File: src/sv/hspl_ram.sv
module hspl_ram #(
  parameter int WIDTH = 8,
  parameter int DEPTH = 16
) (
  input  logic                     clk,
  input  logic                     we,
  input  logic [$clog2(DEPTH)-1:0] waddr,
  input  logic [WIDTH-1:0]         wdata,
  input  logic [$clog2(DEPTH)-1:0] raddr,
  output logic [WIDTH-1:0]         rdata
);

  logic [WIDTH-1:0] mem [DEPTH];

  always_ff @(posedge clk) begin
    if (we) begin
      mem[waddr] <= wdata;
    end
    rdata <= mem[raddr];
  end

endmodule

File: config.mk
export PLATFORM = sky130hd
export DESIGN_NAME = hspl_ram
export DESIGN_NICKNAME = d
export VERILOG_FILES = /design/src/sv/hspl_ram.sv
export SDC_FILE = /design/constraint.sdc
export NUM_CORES = 1
export LEC_CHECK = 0
export CAP_MARGIN = 20
export CORE_MARGIN = 2
export CORE_UTILIZATION = 34
export DETAILED_ROUTE_END_ITERATION = 8
export DONT_BUFFER_PORTS = 1
export HOLD_SLACK_MARGIN = 0.03
export PLACE_DENSITY = 0.5
export SYNTH_ARGS = -nofsm -noshare
export SYNTH_HDL_FRONTEND = slang
export SYNTH_SLANG_ARGS = --single-unit
File: constraint.sdc
create_clock -name clk -period 4.7 [get_ports clk]
set_input_delay 0.47 -clock clk [delete_from_list [all_inputs] [get_ports clk]]
set_output_delay 0.47 -clock clk [all_outputs]
set_load 0.05 [all_outputs]
==> results by group <==
Outcome
  • Status: finished, final reports clean

Placement
  • HPWL after DPL: 6.25 mm
  • Cell Area, Placed: 0.00531 mm^2
  • Buffers on Ports: 0
  • GP Congestion: 0.743

Synthesis
  • Post-synthesis area per instance: 22.5 um^2
  • Cells after synthesis: 229
  • Count of cell types in the netlist: 19
  • Yosys top cell area share: 74.7%
  • Top cell type by total area after synthesis: edfxtp_1
  • Ys Warns: 0
  • Sequential area share after synthesis: 77.8%
  • Leading post-synthesis cells by cell area: edfxtp_1 75%, mux4_2 7.9%, mux4_1 7.1%
  • Syn_nets: 247
  • Seq cells post-synth: 136
  • Post-Syn Area: 0.00515 mm^2

Clocking
  • Number of buffers created by CTS: 17
  • H-tree depth: 4
  • Root buf cell: clkbuf_16
  • Max clock buf depth: 2
  • # clock sinks: 136
  • Post-CTS setup buffer count: 0
  • Cts hold-fix bufs: 0
  • Post_cts resized: 0
  • Clock transition at path regs: 0.06 ns
  • CTS tree: yes
  • Clk_lat worst skew: 0.42 ns

Layout
  • Utilization after layout: 40.2%
  • Post-route cell area: 0.00588 mm^2
  • Antenna diode count: 0
  • Layout area overhead: 14.3%
  • Final #Nets: 260
  • Fraction of layout instances using a drive strength above 1: 20.4%

Power and ir drop
  • Clock power share: 46.2%
  • P_leak: 1.89 nW
  • Int Pwr: 0.00217 W
  • Comb power frac: 2.8%
  • Total chip power: 0.00273 W
  • PD cells: 463 mW/mm^2
  • Switching Fraction: 20.5%
  • Peak supply drop: 235 uV
  • Sequential power share: 51.1%
  • P_sw: 0.000558 W

Routing
  • Initial DRC count: 222
  • Wire per inst: 23.2 um
  • TritonRoute pass-1 iters: 4
  • DRC: 0
  • Vias/cell: 5.17
  • Via Count: 2,271
  • Antenna Nets Post-Route: 0
  • Drt total wl: 10.2 mm

Critical path
  • Startpoint Class: primary input
  • Critical path peak fanout: 8
  • CP Capture Type: register
  • CP Cell Sequence: or3b_2 > nor2_1
  • Cell family with most CP delay: simple AND/OR/NAND/NOR gates
  • CP max stage delay: 0.66 ns
  • CP required: 4.74 ns
  • Critical Setup Path Class: primary input to register
  • CP Data Arrival Time: 1.62 ns
  • CP bufs+invs: 0
  • Critical Path Slowest Stage Cell: nor2_1

Global routing
  • Grt total ovfl: 0
  • Vias in the first global route: 2,293
  • First-pass GRT wire length: 14.9 mm
  • Initial antenna violation count: 0
  • Pin count of the biggest net entering global routing: 33
  • GRT Overall Usage: 13.6%

Timing
  • Final setup vio count: 0
  • Final hold vios: 0
  • Slew headroom: 44.1%
  • Fmax achieved: 635 MHz
  • RSZ-0062 raised after global routing: false
  • Final Slew Violations: 0
  • Final Critical Period: 1.58 ns
  • Tcrit/Tclk final: 33.5%
  • Worst-margin pin slew: 0.835 ns
  • Clock skew: 0.00846 ns
  • TNS Setup: 0 ns

Die
  • Die width: 127 um
  • Core region area: 0.0146 mm^2
  • Die H: 127 um
  • Boundary pin count: 26
  • Die area: 0.0161 mm^2
  • Rows: 44
  • Starting Density: 35.2%

Run
  • Max Cap Viol: 0

Worst hold path
  • Worst hold path class: primary input to register
-- layout by cell type (no fill, tap or decap) --
master        n
or3b_2        1
clkbuf_1      1
nand2_1       9
clkinv_1      2
mux4_1       14
clkinvlp_4    2
mux4_2       18
edfxtp_1    128
clkinv_4      3
nand3_1       1
nor2b_1       1
clkbuf_4      1
buf_4         3
bufinv_16     2
clkbuf_16    17
dfxtp_1       8
nand3b_1      2
and2_1        1
nor2_1       13
clkinv_2      5
nor3_1        4
nand2b_1      2
a22oi_1      16
and2b_1       1
-- cell usage after synthesis --
cell	instances
nand3_1	1
dfxtp_1	8
buf_4	1
mux4_2	18
and2_1	1
mux4_1	14
or3b_2	1
buf_6	3
nor3_1	4
nand2b_1	2
nor2_1	13
and2b_1	1
nand2_1	9
clkdlybuf4s25_2	3
nand3b_1	2
buf_2	3
edfxtp_1	128
a22oi_1	16
nor2b_1	1
-- worst paths after layout --
check	slack [ns]	startpoint	to	cells past startpoint
hold / removal	0.15	wdata[7]	mem[7][7]	0
setup / recovery	3.12	waddr[2]	mem[2][2]	2
setup reg to reg	3.19	mem[0][1]	rdata[1]	3
hold reg to reg	0.67	mem[14][4]	rdata[4]	3
-- stage by stage --
stage	setup WS [ns]	hold slack [ns]	cells
floorplan	2.74	0.569	229
global placement	2.52	0.570	406
detailed placement	2.43	0.570	406
CTS	2.87	0.132	438
global route	3.07	0.128	439
finish	3.12	0.146	439
-- layout make-up --
class	count	area, um^2
timing repair buffer	4	30.0
tap	184	230
clock inverter	14	134
sequential	136	4000
multi-input combinational	83	1060
clock buffer	18	429
fill	1306	8760
-- state kept, by name, summed over array words and instances, names as in the netlist --
register and flops:
mem 128, rdata 8
-- logic make-up after synthesis --
group                  count (synthesis)  share of synthesized area (%)
buffers and inverters                 10                           1.68
DFF                                  136                           77.8
muxes                                 32                           15.0
and+or+nand+nor                       35                           3.18
AOI/OAI and AO/OA                     16                           2.33
-- power groups by stage --
stage          sequential, W  combinational (W)  clock [W]
5_1_grt              0.00139          0.0000802    0.00133
2_1_floorplan        0.00142          0.0000688          0
6_report             0.00139          0.0000750    0.00126
3_5_place_dp         0.00142          0.0000758          0
3_3_place_gp         0.00142          0.0000756          0
4_1_cts              0.00139          0.0000759    0.00128
-- routing by layer --
metal  wire (um)  vias up  GRT usage (%)
met4         154        0           5.37
li1            -     1004              -
met2        4700       77           20.1
met5           0        -              0
met3         668       15           4.82
met1        4680     1175           18.6
Note: power is estimated with default switching activity, not from simulation.
